`src/sv/ebpt_pkg.sv`:
```
`timescale 1ns / 1ps

package ebpt_pkg;

  localparam int SAMPLE_W  = 16;
  localparam int LEVEL_W   = 19;
  localparam int GAP_W     = 12;
  localparam int INDEX_W   = 12;
  localparam int TIME_W    = 32;
  localparam int CFG_IDX_W = 2;

  // Peak table size; the index saturates at the smaller of PEAK_SLOTS-1 and the index range.
  localparam int PEAK_SLOTS = 4096;
  localparam logic [INDEX_W-1:0] PEAK_MAX =
    ((PEAK_SLOTS - 1) > ((1 << INDEX_W) - 1)) ? {INDEX_W{1'b1}} : INDEX_W'(PEAK_SLOTS - 1);

  localparam logic [LEVEL_W-1:0] LEVEL_MAX       = {LEVEL_W{1'b1}};
  localparam logic [LEVEL_W-1:0] THRESHOLD_RESET = LEVEL_W'(500);
  localparam logic [GAP_W-1:0]   GAP_RESET       = GAP_W'(16);

  typedef enum logic [1:0] {
    PEAK_NONE   = 2'd0,
    PEAK_OPENED = 2'd1,
    PEAK_MOVED  = 2'd2
  } peak_event_t;

  typedef enum logic [CFG_IDX_W-1:0] {
    REG_LEVEL_THRESHOLD = 2'd0,
    REG_PEAK_GAP        = 2'd1
  } cfg_reg_t;

  typedef struct packed {
    logic [LEVEL_W-1:0] window_sum;
    peak_event_t        peak_event;
    logic [INDEX_W-1:0] peak_index;
    logic [TIME_W-1:0]  peak_time;
    logic [LEVEL_W-1:0] peak_level;
    logic               table_full;
  } result_t;

endpackage

```
`src/sv/ebpt_if.sv`:
```
`timescale 1ns / 1ps

interface ebpt_in_if;
  import ebpt_pkg::*;
  logic                       valid;
  logic                       ready;
  logic signed [SAMPLE_W-1:0] sample;
  modport source (output valid, output sample, input ready);
  modport sink (input valid, input sample, output ready);
endinterface

interface ebpt_out_if;
  import ebpt_pkg::*;
  logic               valid;
  logic               ready;
  logic [LEVEL_W-1:0] window_sum;
  logic [1:0]         peak_event;
  logic [INDEX_W-1:0] peak_index;
  logic [TIME_W-1:0]  peak_time;
  logic [LEVEL_W-1:0] peak_level;
  logic               table_full;
  modport source (output valid, output window_sum, output peak_event, output peak_index,
                  output peak_time, output peak_level, output table_full, input ready);
  modport sink (input valid, input window_sum, input peak_event, input peak_index,
                input peak_time, input peak_level, input table_full, output ready);
endinterface

```
`src/sv/echo_burst_peak_tracker_unit.sv`:
```
`timescale 1ns / 1ps
// Channel   Dir   Payload
// samples   in    sample (s16)
// results   out   window_sum, peak_event, peak_index, peak_time, peak_level, table_full
// cfg       in    cfg_we / cfg_index / cfg_data, write only
//
// One sample per cycle sustained while the result queue is not full; each result passes
// through the sample register and then the result queue before it is offered.
// The sample register feeds combinational window/peak logic, the sum update and the
// 32-bit time distance compare; results land in a two-entry output queue.
// Synchronous reset clears the window, counters, peak record and queue and reloads the
// register defaults. A stalled output still lets one more sample in; ready drops only when
// the queue is full and the sample register is occupied.

module echo_burst_peak_tracker_unit #(
  parameter int WINDOW_LEN = 8
) (
  input  logic                            clk,
  input  logic                            rst,
  input  logic                            cfg_we,
  input  logic [ebpt_pkg::CFG_IDX_W-1:0]  cfg_index,
  input  logic [ebpt_pkg::LEVEL_W-1:0]    cfg_data,
  ebpt_in_if.sink                         samples,
  ebpt_out_if.source                      results
);
  import ebpt_pkg::*;

  localparam int SUM_RAW_W = $clog2(WINDOW_LEN * (1 << (SAMPLE_W - 1)) + 1);
  localparam int SUM_W     = (SUM_RAW_W > LEVEL_W) ? SUM_RAW_W : LEVEL_W;

  logic [LEVEL_W-1:0] level_threshold;
  logic [GAP_W-1:0]   peak_gap;

  logic                s1_valid;
  logic [SAMPLE_W-1:0] s1_sample;

  logic [SAMPLE_W-1:0] taps [WINDOW_LEN];
  logic [SUM_W-1:0]    running_sum;
  logic [TIME_W-1:0]   sample_counter;
  logic [TIME_W-1:0]   last_peak_time;
  logic [LEVEL_W-1:0]  last_peak_level;
  logic [INDEX_W-1:0]  current_peak;

  result_t    rq [2];
  logic       wr_ptr;
  logic       rd_ptr;
  logic [1:0] count;

  logic                s1_fire;
  logic                in_fire;
  logic                pop;
  logic [SAMPLE_W-1:0] mag;
  logic [SUM_W-1:0]    running_sum_next;
  logic [LEVEL_W-1:0]  level;
  logic [TIME_W-1:0]   peak_dist;
  logic [TIME_W-1:0]   last_peak_time_next;
  logic [LEVEL_W-1:0]  last_peak_level_next;
  logic [INDEX_W-1:0]  current_peak_next;
  peak_event_t         ev;
  result_t             res;
  result_t             head;

  assign s1_fire       = s1_valid && (count != 2'd2);
  assign samples.ready = !s1_valid || s1_fire;
  assign in_fire       = samples.valid && samples.ready;
  assign pop           = (count != 2'd0) && results.ready;

  // Magnitude of the most negative sample is 0x8000, which still fits unsigned.
  assign mag = s1_sample[SAMPLE_W-1] ? (~s1_sample + SAMPLE_W'(1)) : s1_sample;

  assign running_sum_next = running_sum - SUM_W'(taps[WINDOW_LEN-1]) + SUM_W'(mag);
  assign level = (running_sum_next > SUM_W'(LEVEL_MAX)) ? LEVEL_MAX
                                                        : running_sum_next[LEVEL_W-1:0];
  assign peak_dist = sample_counter - last_peak_time;

  always_comb begin
    ev                   = PEAK_NONE;
    last_peak_time_next  = last_peak_time;
    last_peak_level_next = last_peak_level;
    current_peak_next    = current_peak;
    if (level > level_threshold) begin
      if (peak_dist > TIME_W'(peak_gap)) begin
        if (current_peak < PEAK_MAX) begin
          current_peak_next = current_peak + INDEX_W'(1);
        end
        last_peak_time_next  = sample_counter;
        last_peak_level_next = level;
        ev                   = PEAK_OPENED;
      end else if (level > last_peak_level) begin
        last_peak_time_next  = sample_counter;
        last_peak_level_next = level;
        ev                   = PEAK_MOVED;
      end
    end
  end

  always_comb begin
    res.window_sum = level;
    res.peak_event = ev;
    res.peak_index = current_peak_next;
    res.peak_time  = last_peak_time_next;
    res.peak_level = last_peak_level_next;
    res.table_full = (current_peak_next >= PEAK_MAX);
  end

  always_ff @(posedge clk) begin
    if (rst) begin
      level_threshold <= THRESHOLD_RESET;
      peak_gap        <= GAP_RESET;
    end else if (cfg_we) begin
      case (cfg_index)
        REG_LEVEL_THRESHOLD: level_threshold <= cfg_data;
        REG_PEAK_GAP:        peak_gap        <= cfg_data[GAP_W-1:0];
        default: ;
      endcase
    end
  end

  always_ff @(posedge clk) begin
    if (rst) begin
      s1_valid <= 1'b0;
    end else if (samples.ready) begin
      s1_valid <= samples.valid;
    end
  end

  always_ff @(posedge clk) begin
    if (in_fire) begin
      s1_sample <= samples.sample;
    end
  end

  always_ff @(posedge clk) begin
    if (rst) begin
      for (int i = 0; i < WINDOW_LEN; i++) begin
        taps[i] <= '0;
      end
      running_sum     <= '0;
      sample_counter  <= '0;
      last_peak_time  <= '0;
      last_peak_level <= '0;
      current_peak    <= '0;
    end else if (s1_fire) begin
      taps[0] <= mag;
      for (int i = 1; i < WINDOW_LEN; i++) begin
        taps[i] <= taps[i-1];
      end
      running_sum     <= running_sum_next;
      sample_counter  <= sample_counter + TIME_W'(1);
      last_peak_time  <= last_peak_time_next;
      last_peak_level <= last_peak_level_next;
      current_peak    <= current_peak_next;
    end
  end

  // Two-entry result queue
  always_ff @(posedge clk) begin
    if (rst) begin
      wr_ptr <= 1'b0;
      rd_ptr <= 1'b0;
      count  <= 2'd0;
    end else begin
      if (s1_fire) begin
        wr_ptr <= ~wr_ptr;
      end
      if (pop) begin
        rd_ptr <= ~rd_ptr;
      end
      count <= count + 2'(s1_fire) - 2'(pop);
    end
  end

  always_ff @(posedge clk) begin
    if (s1_fire) begin
      rq[wr_ptr] <= res;
    end
  end

  assign head               = rq[rd_ptr];
  assign results.valid      = (count != 2'd0);
  assign results.window_sum = head.window_sum;
  assign results.peak_event = head.peak_event;
  assign results.peak_index = head.peak_index;
  assign results.peak_time  = head.peak_time;
  assign results.peak_level = head.peak_level;
  assign results.table_full = head.table_full;

endmodule
```
`src/flat_wrapper.sv`:
```
// flat-port wrapper written by rule: the top's interface ports become plain ports
module echo_burst_peak_tracker_unit_flat import ebpt_pkg::*;
#(
  parameter int WINDOW_LEN = 8
)
  (clk, rst, cfg_we, cfg_index, cfg_data, samples_valid, samples_sample, samples_ready, results_valid, results_window_sum, results_peak_event, results_peak_index, results_peak_time, results_peak_level, results_table_full, results_ready);
  ebpt_in_if samples_i ();
  ebpt_out_if results_i ();
  input  logic clk;
  input  logic rst;
  input  logic cfg_we;
  input  logic [ebpt_pkg::CFG_IDX_W-1:0] cfg_index;
  input  logic [ebpt_pkg::LEVEL_W-1:0] cfg_data;
  input wire logic [$bits(samples_i.valid)-1:0] samples_valid;
  input wire logic [$bits(samples_i.sample)-1:0] samples_sample;
  output wire logic [$bits(samples_i.ready)-1:0] samples_ready;
  output wire logic [$bits(results_i.valid)-1:0] results_valid;
  output wire logic [$bits(results_i.window_sum)-1:0] results_window_sum;
  output wire logic [$bits(results_i.peak_event)-1:0] results_peak_event;
  output wire logic [$bits(results_i.peak_index)-1:0] results_peak_index;
  output wire logic [$bits(results_i.peak_time)-1:0] results_peak_time;
  output wire logic [$bits(results_i.peak_level)-1:0] results_peak_level;
  output wire logic [$bits(results_i.table_full)-1:0] results_table_full;
  input wire logic [$bits(results_i.ready)-1:0] results_ready;
  assign samples_i.valid = samples_valid;
  assign samples_i.sample = samples_sample;
  assign samples_ready = samples_i.ready;
  assign results_valid = results_i.valid;
  assign results_window_sum = results_i.window_sum;
  assign results_peak_event = results_i.peak_event;
  assign results_peak_index = results_i.peak_index;
  assign results_peak_time = results_i.peak_time;
  assign results_peak_level = results_i.peak_level;
  assign results_table_full = results_i.table_full;
  assign results_i.ready = results_ready;
  echo_burst_peak_tracker_unit #(.WINDOW_LEN(WINDOW_LEN)) u_core (.clk(clk), .rst(rst), .cfg_we(cfg_we), .cfg_index(cfg_index), .cfg_data(cfg_data), .samples(samples_i), .results(results_i));
endmodule
```
`config.mk`:
```
export PLATFORM = sky130hd
export DESIGN_NAME = echo_burst_peak_tracker_unit_flat
export DESIGN_NICKNAME = d
export VERILOG_FILES = /design/src/sv/ebpt_pkg.sv /design/src/sv/ebpt_if.sv /design/src/sv/echo_burst_peak_tracker_unit.sv /design/src/flat_wrapper.sv
export SDC_FILE = /design/constraint.sdc
export NUM_CORES = 1
export LEC_CHECK = 0
export BUFFER_PORTS_ARGS = -buffer_cell sky130_fd_sc_hd__buf_2
export CORE_AREA = 2 2 215 217
export CTS_BUF_LIST = sky130_fd_sc_hd__clkbuf_8
export DETAILED_ROUTE_END_ITERATION = 16
export DIE_AREA = 0 0 217 219
export PLACE_DENSITY = 0.75
export SLEW_MARGIN = 25
export SYNTH_ARGS = -nofsm -noshare
export SYNTH_HDL_FRONTEND = slang
export SYNTH_SLANG_ARGS = --single-unit
```
`constraint.sdc`:
```
create_clock -name clk -period 14.4 [get_ports clk]
set_input_delay 0.72 -clock clk [delete_from_list [all_inputs] [get_ports clk]]
set_output_delay 0.72 -clock clk [all_outputs]
set_load 0.05 [all_outputs]
```
==> impl_metrics.tcl, run 1 <==
set metrics [dict create \
    outcome "finished clean" \
    port_buffers 128 \
    fillers 3736 \
    slew_viol_final 0 \
    worst_pin_slew_ps 1020 \
    via_per_inst 5.49 \
    p_leak_uw 0.0102 \
    synth_flop_cell "edfxtp_1" \
    ir_drop_mv 0.575 \
    final_area_um2 25400 \
    maxCapViolations 0 \
    ys_ff_latch 465 \
    place_congestion 0.877 \
    drt-pass1-iter-count 5 \
    period_share_pct 53.6 \
    async_flop_share_pct 0 \
    maxSlewHeadroom_pct 31.6 \
    fin_tns_setup_ps 0 \
    fp.coreArea_um2 45100 \
    gr-total-overflow 0 \
    rr_startpoint "u_core.s1_sample[0]$_DFFE_PP_" \
    avgSynthCellArea_um2 11.2 \
    cp-end-kind "flop" \
    synthCells 2037 \
    power.switching_uw 2870 \
    cp_data_arrival_time_ps 8220 \
    die_h_um 219 \
    min_path_type "primary input to flop" \
    yosysUniqueCellTypes 79 \
    vias 15500 \
    clockBufferDepth 3 \
    num_rows 78 \
    pin_count 129 \
    synth_area_um2 22700 \
    cts_hold_buf 0 \
    critPathKind "flop to flop" \
    start_util_pct 50.4 \
    setup_viol 0 \
    grt_max_degree 115 \
    post_cts_resized 0 \
    power.density_nw_per_um2 248 \
    placed_cells 2682 \
    synth-edff-count 314 \
    finalHoldViolations 0 \
    dp_slack_ps 6700 \
    total_power_uw 6300 \
    clock_latency_ps 670 \
    p_seq_share_pct 30.6 \
    intPower_uw 3430 \
    clkSinkCount 465 \
    hpwl_um 34100 \
    synth_warnings 0 \
    synth_most_common_cell "edfxtp_1" \
    max_freq_mhz 130 \
    grt_pass1_wl_um 79400 \
    syn_nets 2201 \
    yosys.area.top_type_share_pct 41.5 \
    synth_commonest_cells "314 x edfxtp_1, 206 x nand2_1, 151 x dfxtp_1, 135 x nor2_1, 128 x inv_1" \
    grt_pass1_vias 15400 \
    drt_iter0_markers 974 \
    clk_pin_slew_ps 60 \
    cts_root_buf "clkbuf_8" \
    cts-buffers-inserted 78 \
    synth_area_leaders "edfxtp_1 41%, dfxtp_1 13%, ha_1 5.8%" \
    synth_top_cell_by_area "edfxtp_1" \
    combPwrFrac_pct 51.6 \
    htreeDepth 3 \
    finalWirelength_um 49600 \
    antenna_found_initial 1 \
    finalNonFillerCells 2826 \
    worst_slack_ps 6680 \
    synth-seq-area-share_pct 54.8 \
    start_kind "flop" \
    post-cts-setup-buffers 0 \
    wl_per_cell_um 17.5 \
    cts_tree "yes" \
    worstHoldStart "samples_sample[8]" \
    fp.dieW_um 217 \
    period_needed_ps 7720 \
    final_layout_size_suffix_gt1_share_pct 16.4 \
    rsz0062_at_grt "false" \
    fin_skew_ps 39.7 \
    die_area_um2 47500 \
    drc_errors 0 \
    worst_ep_required_time_ps 14900 \
    grt_usage_pct 21.0 \
    sw_frac_of_total_pct 45.6 \
    final_antenna_net_count 0 \
    area_growth_syn_to_layout_pct 11.7 \
    layout.nets 2326 \
    place_area_um2 23900 \
    startpoint "u_core.s1_sample[0]$_DFFE_PP_" \
    crit_path_max_fanout 33 \
    clock_power_share_pct 17.8 \
]
cell type report:
cell class | instances | area [µm²] | area share [%]
Tap cell | 600 | 751 | 2.96
Clock buffer | 87 | 1200 | 4.72
Sequential cell | 465 | 12500 | 49.1
Multi-Input combinational cell | 1343 | 9410 | 37.1
Timing Repair Buffer | 143 | 763 | 3.01
Antenna cell | 1 | 2.50 | 0.00986
Inverter | 131 | 494 | 1.95
Clock inverter | 56 | 313 | 1.23
power groups by stage:
stage	logic (µW)	registers, µW	clock network (µW)
floorplan	2480	1920	0
global placement	3100	1940	0
detailed placement	3200	1950	0
CTS	3220	1930	1150
global route	3550	1940	1210
finish	3250	1920	1120
state kept, by name, summed over array words and instances, names as in the netlist, named ones only:
signal and cells:
u_core.running_sum 19, u_core.count 2, u_core.rd_ptr 1, u_core.last_peak_time 32, u_core.wr_ptr 1, u_core.s1_sample 16, u_core.rq 170, u_core.level_threshold 19
u_core.peak_gap 12, u_core.current_peak 12, u_core.last_peak_level 19, u_core.sample_counter 32, u_core.taps 128, u_core.s1_valid 1
path summary, 6_finish.rpt:
check | end | slack (ps) | cells after the start
max | u_core.last_peak_time[22]$_SDFFE_PP0P_ | 6680 | 26
min | u_core.s1_sample[8]$_DFFE_PP_ | 240 | 1
max reg2reg | u_core.last_peak_time[22]$_SDFFE_PP0P_ | 6680 | 26
min reg2reg | u_core.level_threshold[18]$_SDFFE_PP0P_ | 460 | 2
layout by cell type (no fill, tap or decap), types with 5 or more instances in the layout:
master,count
a211oi_1,13
a21o_1,36
a21oi_1,117
a31oi_1,8
and2_1,17
and3_1,90
buf_2,127
buf_4,14
clkbuf_8,87
clkinv_1,11
clkinv_2,6
dfxtp_1,150
edfxtp_1,314
fa_1,17
ha_1,105
inv_1,159
mux2_2,90
mux2i_1,58
nand2_1,205
nand2b_1,8
nand3_1,25
nand3b_1,5
nand4_1,36
nor2_1,134
nor2b_1,45
nor3_1,14
nor4_1,9
o211ai_1,15
o21a_1,16
o21ai_0,44
o21ai_1,49
o21bai_1,6
o31ai_1,8
or2_2,5
or3_1,11
xnor2_1,47
xor2_1,38
worst max-delay path, cell delays in order, from the launching register on:
cell	delay, ps
edfxtp_1	400
inv_1	150
ha_1	260
mux2i_1	370
fa_1	490
inv_1	110
ha_1	240
a21o_1	180
a21oi_1	240
o21bai_1	90
a21oi_1	250
o21a_1	230
o21ai_0	160
o41a_1	350
a41oi_1	300
a21oi_1	130
xor2_1	470
ha_1	360
nand4_1	110
nor4_1	50
a21oi_1	140
o21ai_1	280
a21o_1	440
a21oi_4	710
buf_4	650
mux2i_1	290
nor2_1	70
metal layers:
metal / track usage (%) / wire [µm] / up-vias
met5: 0 / 8 / -
met4: 9.47 / 1520 / 2
met3: 4.19 / 2700 / 108
met2: 33.1 / 22600 / 360
met1: 28.1 / 22700 / 7495
li1: - / - / 7563
metrics by stage:
step | util, % | hold WS (ps)
after CTS | 56.2 | 174
final | 56.3 | 237
after global routing | 56.3 | 201
after global placement | 52.9 | 443
after floorplan | - | 436
after detailed placement | 52.9 | 450
cell families after synthesis:
logic type,share of synthesized area [%]
simple gates,13.6
fa+ha+maj,7.28
compound gates,9.74
mux,7.23
flops,54.8
buf+inv,4.04
xor+xnor,3.31
No activity file was read; power rests on OpenSTA's default activity.
==> run 2: changes to the inputs <==
--- a/config.mk
+++ b/config.mk
@@ -5,12 +5,13 @@
 export SDC_FILE = /design/constraint.sdc
 export NUM_CORES = 1
 export LEC_CHECK = 0
+export ABC_AREA = 1
 export BUFFER_PORTS_ARGS = -buffer_cell sky130_fd_sc_hd__buf_2
-export CORE_AREA = 2 2 215 217
+export CORE_AREA = 2 2 221 223
 export CTS_BUF_LIST = sky130_fd_sc_hd__clkbuf_8
 export DETAILED_ROUTE_END_ITERATION = 16
-export DIE_AREA = 0 0 217 219
-export PLACE_DENSITY = 0.75
+export DIE_AREA = 0 0 223 225
+export PLACE_DENSITY = 0.77
 export SLEW_MARGIN = 25
 export SYNTH_ARGS = -nofsm -noshare
 export SYNTH_HDL_FRONTEND = slang
==> constraint.sdc (replaced) <==
create_clock -name clk -period 6.76 [get_ports clk]
set_input_delay 0.338 -clock clk [delete_from_list [all_inputs] [get_ports clk]]
set_output_delay 0.338 -clock clk [all_outputs]
set_load 0.05 [all_outputs]
==> impl_metrics.tcl, run 2 <==
set metrics [dict create \
    layout.nets 2966 \
    critPathMaxStageDelay_ps 500 \
    multi_input_area_um2 9600 \
    grt_pass1_vias 17900 \
    area_growth_syn_to_layout_pct 13.5 \
    setup_viol 0 \
    synth_mux_area_share_pct 3.98 \
    synth-seq-area-share_pct 51.7 \
    fin_tns_setup_ps 0 \
    final_util_pct 57.5 \
    clockBufferDepth 3 \
    fp.coreArea_um2 47500 \
    clk_pin_slew_ps 60 \
    wl_per_cell_um 17.0 \
    worst_ep_required_time_ps 7160 \
    place_congestion 0.902 \
    synth_fa_ha_area_share_pct 6.87 \
    cp_data_arrival_time_ps 6780 \
    largest_register "u_core.rq" \
    largest_reg_flops 170 \
    worst_pin_slew_ps 964 \
    gr-total-overflow 0 \
    hpwl_um 41500 \
    finalWirelength_um 59100 \
    synth_top_family_by_area "simple AND/OR/NAND/NOR gates" \
    layout_commonest_cell "nand2_1" \
    fin_skew_ps 20.4 \
    cts_root_buf "clkbuf_8" \
    cts-buffers-inserted 77 \
    cts_tree "yes" \
    grt_max_degree 131 \
    die_h_um 225 \
    grt_usage_pct 23.6 \
    crit_path_max_fanout 12 \
    clkSinkCount 465 \
    final_layout_size_suffix_gt1_share_pct 16.6 \
    yosysUniqueCellTypes 48 \
    period_needed_ps 6370 \
    finalHoldViolations 0 \
    synth-edff-count 314 \
    synth_compound_area_share_pct 9.11 \
    async_flop_share_pct 0 \
    synth_flop_cell "edfxtp_1" \
    final_antenna_net_count 0 \
    synthSimpleGateAreaFrac_pct 17.8 \
    synth_top_cell_by_area "edfxtp_1" \
    drc_errors 0 \
    yosys.area.top_type_share_pct 39.2 \
    period_share_pct 94.3 \
    fillers 4028 \
    top_layer "met4" \
    syn_nets 2767 \
    most-common-layout-cells "545 x nand2_1, 495 x inv_1, 314 x edfxtp_1, 245 x nor2_1, 150 x dfxtp_1" \
    clock_latency_ps 680 \
    wl_met3_um 3260 \
    wl_met1_um 25500 \
    slew_viol_final 0 \
    vias 18100 \
    regArea_um2 12500 \
    maxSlewHeadroom_pct 35.6 \
    htreeDepth 3 \
    synth_area_leaders "edfxtp_1 39%, dfxtp_1 13%, nand2_1 8.5%" \
    outcome "finished clean" \
    critPathKind "flop to flop" \
    start_kind "flop" \
    dp_slack_ps -124 \
    synthCells 2603 \
    critPathSlowestCell "fa_1" \
    ys_ff_latch 465 \
    grt_pass1_wl_um 93000 \
    start_util_pct 50.6 \
    maxCapViolations 0 \
    synth_area_um2 24100 \
    pin_count 129 \
    routed-wl-met2_um 28100 \
    avgSynthCellArea_um2 9.25 \
    fp.dieW_um 223 \
    synth-xor-area-share_pct 1.60 \
    cp-end-kind "flop" \
    drt_iter0_markers 1601 \
    antenna_found_initial 1 \
    synth_warnings 0 \
    worst_slack_ps 385 \
    synth_commonest_cells "546 x nand2_1, 476 x inv_1, 314 x edfxtp_1, 250 x nor2_1, 151 x dfxtp_1" \
    n_antenna_cell 0 \
    drt-pass1-iter-count 5 \
    die_area_um2 50200 \
    synth_most_common_cell "nand2_1" \
    top_regs "u_core.rq: 170 flops, u_core.taps: 128 flops" \
    port_buffers 128 \
    min_path_type "primary input to flop" \
    max_freq_mhz 157 \
    num_rows 80 \
    via_per_inst 5.21 \
]
## run 2: path summary, 6_finish.rpt
| kind | start | endpoint | slack, ps | depth (start not counted) |
|---|---|---|---|---|
| setup reg to reg | u_core.s1_sample[3]$_DFFE_PP_ | u_core.rq[0][20]$_DFFE_PP_ | 390 | 33 |
| hold / removal | cfg_data[11] | u_core.peak_gap[11]$_SDFFE_PP0P_ | 40 | 3 |
| setup / recovery | u_core.s1_sample[3]$_DFFE_PP_ | u_core.rq[0][20]$_DFFE_PP_ | 390 | 33 |
| hold reg to reg | u_core.rd_ptr$_SDFFE_PP0P_ | flop | 460 | 1 |
## run 2: routing by layer
metal	global-route usage, %	vias up
li1	-	8861
met1	30.3	8508
met2	39.6	605
met3	3.68	136
met4	10.6	0
met5	0	-
## run 2: cell families after synthesis
| logic type | after synthesis |
|---|---|
| AND/OR/NAND/NOR | 1013 |
| flip-flops | 465 |
| multiplexers | 85 |
| AO/OA/AOI/OAI | 325 |
| buffers and inverters | 549 |
| adder cells (fa/ha/maj) | 122 |
| XOR/XNOR | 44 |
## run 2: area by class of cell
class | instances | share of cell area [%]
repair buffers | 183 | 4.38
clock buffers | 83 | 4.18
flip-flops and latches | 465 | 45.6
clock inverters | 58 | 1.25
well taps | 615 | 2.82
multi-input cells | 1590 | 35.1
inverters | 485 | 6.68
## run 2: stage by stage
step	std cells	cell area (µm²)	hold slack, ps
2_1_floorplan	2603	24100	426
3_3_place_gp	3300	25400	436
3_5_place_dp	3300	25400	450
4_1_cts	3469	27200	1.94
5_1_grt	3479	27300	30.7
6_report	3479	27300	42.8
## run 2: timing repair
| action | 4_1_cts | 5_1_grt |
|---|---|---|
| endpoints found under the hold margin | 30 | 0 |
| cloned | 1 | 1 |
| setup endpoints to repair | 133 | 193 |
| pin swaps | 1 | 8 |
| setup buffers | 0 | 9 |
| hold buffers | 27 | 0 |
| gates resized for setup | 5 | 18 |
## run 2: critical path: cells and delay by family, from the launching register on
family / cells / cell delay, ps
AND/OR/NAND/NOR: 16 / 2290
adder cells (fa/ha/maj): 3 / 1090
AO/OA/AOI/OAI: 5 / 910
buffers and inverters: 7 / 900
XOR/XNOR: 2 / 460
flip-flops: 1 / 430
Power of run 2 is left out: the tool's default activity adds up to more than one toggle a clock period on the data nets, which glitch-free logic cannot reach.
==> run 3: changes to the inputs <==
--- a/config.mk
+++ b/config.mk
@@ -11,7 +11,7 @@
 export CTS_BUF_LIST = sky130_fd_sc_hd__clkbuf_8
 export DETAILED_ROUTE_END_ITERATION = 16
 export DIE_AREA = 0 0 223 225
-export PLACE_DENSITY = 0.77
+export PLACE_DENSITY = 0.7
 export SLEW_MARGIN = 25
 export SYNTH_ARGS = -nofsm -noshare
 export SYNTH_HDL_FRONTEND = slang
==> constraint.sdc (replaced) <==
create_clock -name clk -period 6.76 [get_ports clk]
set_input_delay 1.352 -clock clk [delete_from_list [all_inputs] [get_ports clk]]
set_output_delay 1.352 -clock clk [all_outputs]
set_load 0.05 [all_outputs]
==> impl_metrics.tcl, run 3 (synthesis results as in run 2) <==
set metrics [dict create \
    outcome "finished clean" \
    start_util_pct 50.6 \
    maxSlewHeadroom_pct 30.4 \
    clock_latency_ps 680 \
    critPathKind "flop to flop" \
    final_antenna_net_count 0 \
    period_share_pct 92.8 \
    die_area_um2 50200 \
    vias 17700 \
    period_needed_ps 6280 \
    top_regs "u_core.rq: 170 flops, u_core.taps: 128 flops" \
    layout.nets 2939 \
    most-common-layout-cells "545 x nand2_1, 500 x inv_1, 314 x edfxtp_1, 247 x nor2_1, 150 x dfxtp_1" \
    place_congestion 0.894 \
    grt_pass1_wl_um 91800 \
    layout_commonest_cell "nand2_1" \
    crit_top_cell "nand2_1" \
    largest_register "u_core.rq" \
    start_kind "flop" \
    pin_count 129 \
    startpoint "u_core.s1_sample[3]$_DFFE_PP_" \
    placed_cells 3302 \
    fp.dieW_um 223 \
    final_util_pct 56.8 \
    cts_root_buf "clkbuf_8" \
    antenna_found_initial 1 \
    htreeDepth 3 \
    port_buffers 128 \
    cts-buffers-inserted 78 \
    max_freq_mhz 159 \
    via_per_inst 5.13 \
    drt_iter0_markers 1212 \
    clk_pin_slew_ps 60 \
    n_antenna_cell 0 \
    fin_tns_setup_ps 0 \
    clockBufferDepth 3 \
    wl_per_cell_um 17.1 \
    fp.coreArea_um2 47500 \
    worstHoldStart "u_core.rd_ptr$_SDFFE_PP0P_" \
    slew_viol_final 0 \
    cp-end-kind "flop" \
    crit_path_max_fanout 29 \
    area_growth_syn_to_layout_pct 12.2 \
    hold_ws_ps 449 \
    die_h_um 225 \
    worst_pin_slew_ps 1040 \
    grt_pass1_vias 17400 \
    hpwl_um 41900 \
    cts_tree "yes" \
    cp_data_arrival_time_ps 6790 \
    fillers 4151 \
    gr-total-overflow 0 \
    num_rows 80 \
    finalHoldViolations 0 \
    finalNonFillerCells 3454 \
    drc_errors 0 \
    finalWirelength_um 59100 \
    rr_startpoint "u_core.s1_sample[3]$_DFFE_PP_" \
    clkSinkCount 465 \
    maxCapViolations 0 \
    critPathSlowestCell "fa_1" \
    grt_usage_pct 23.5 \
    largest_reg_flops 170 \
    fin_skew_ps 37.8 \
    critPathMaxStageDelay_ps 450 \
    final_layout_size_suffix_gt1_share_pct 16.7 \
    setup_viol 0 \
    worst_ep_required_time_ps 7270 \
    min_path_type "flop to flop" \
    drt-pass1-iter-count 5 \
    grt_max_degree 106 \
]
==> run 3: cell count changes in the layout (fill, tap and decap cells not counted), moves of 3 or more <==
cell	before	now
dlygate4sd3_1	27	0
clkinv_1	23	13
clkinv_2	9	16
inv_1	495	500
inv_8	4	1
==> run 3: cell type report <==
| class | count | area [µm²] | area share [%] |
|---|---|---|---|
| Sequential cell | 465 | 12500 | 46.1 |
| Clock buffer | 82 | 1130 | 4.18 |
| Clock inverter | 62 | 370 | 1.37 |
| Tap cell | 615 | 769 | 2.85 |
| Inverter | 485 | 1830 | 6.77 |
| Multi-Input combinational cell | 1590 | 9570 | 35.4 |
| Timing Repair Buffer | 155 | 910 | 3.37 |
==> run 3: worst paths after layout <==
| kind | endpoint | slack [ps] | depth (start not counted) |
|---|---|---|---|
| worst max-delay path | u_core.last_peak_level[2]$_SDFFE_PP0P_ | 480 | 34 |
| worst min-delay path | flop | 450 | 1 |
| worst max register to register | u_core.last_peak_level[2]$_SDFFE_PP0P_ | 480 | 34 |
| worst min register to register | flop | 450 | 1 |
==> run 3: stage by stage <==
stage                     setup slack [ps]  instance area, µm²
after global placement                 184               25400
after floorplan                        258               24100
after CTS                             2.56               26900
after detailed placement             -87.9               25400
after global routing                 -18.7               27000
final                                  484               27000
==> run 3: worst max-delay path, delay by kind of cell, from the launching register on <==
kind,cells,cell delay (ps)
fa+ha+maj,3,1140
simple gates,17,2400
buf+inv,6,760
compound gates,6,990
flops,1,410
xor+xnor,2,430
==> run 3: metal layers <==
| metal | global-route usage [%] | part of all wire (%) | wire length [µm] |
|---|---|---|---|
| met2 | 38.9 | 47 | 27600 |
| met4 | 7.58 | 2.3 | 1340 |
| met5 | 0 | 0 | 0 |
| met1 | 32.1 | 46 | 27100 |
| met3 | 3.32 | 5.3 | 3140 |
==> run 3: repair_timing <==
item | CTS | global route
endpoints found under the hold margin | 0 | 0
endpoints found under the setup margin | 113 | 181
hold buffers | 0 | 0
cloned | 1 | 1
gates resized for setup | 2 | 12
buffers inserted | 2 | 4
pin swaps | 1 | 1
Power of run 3 is left out for the same reason.
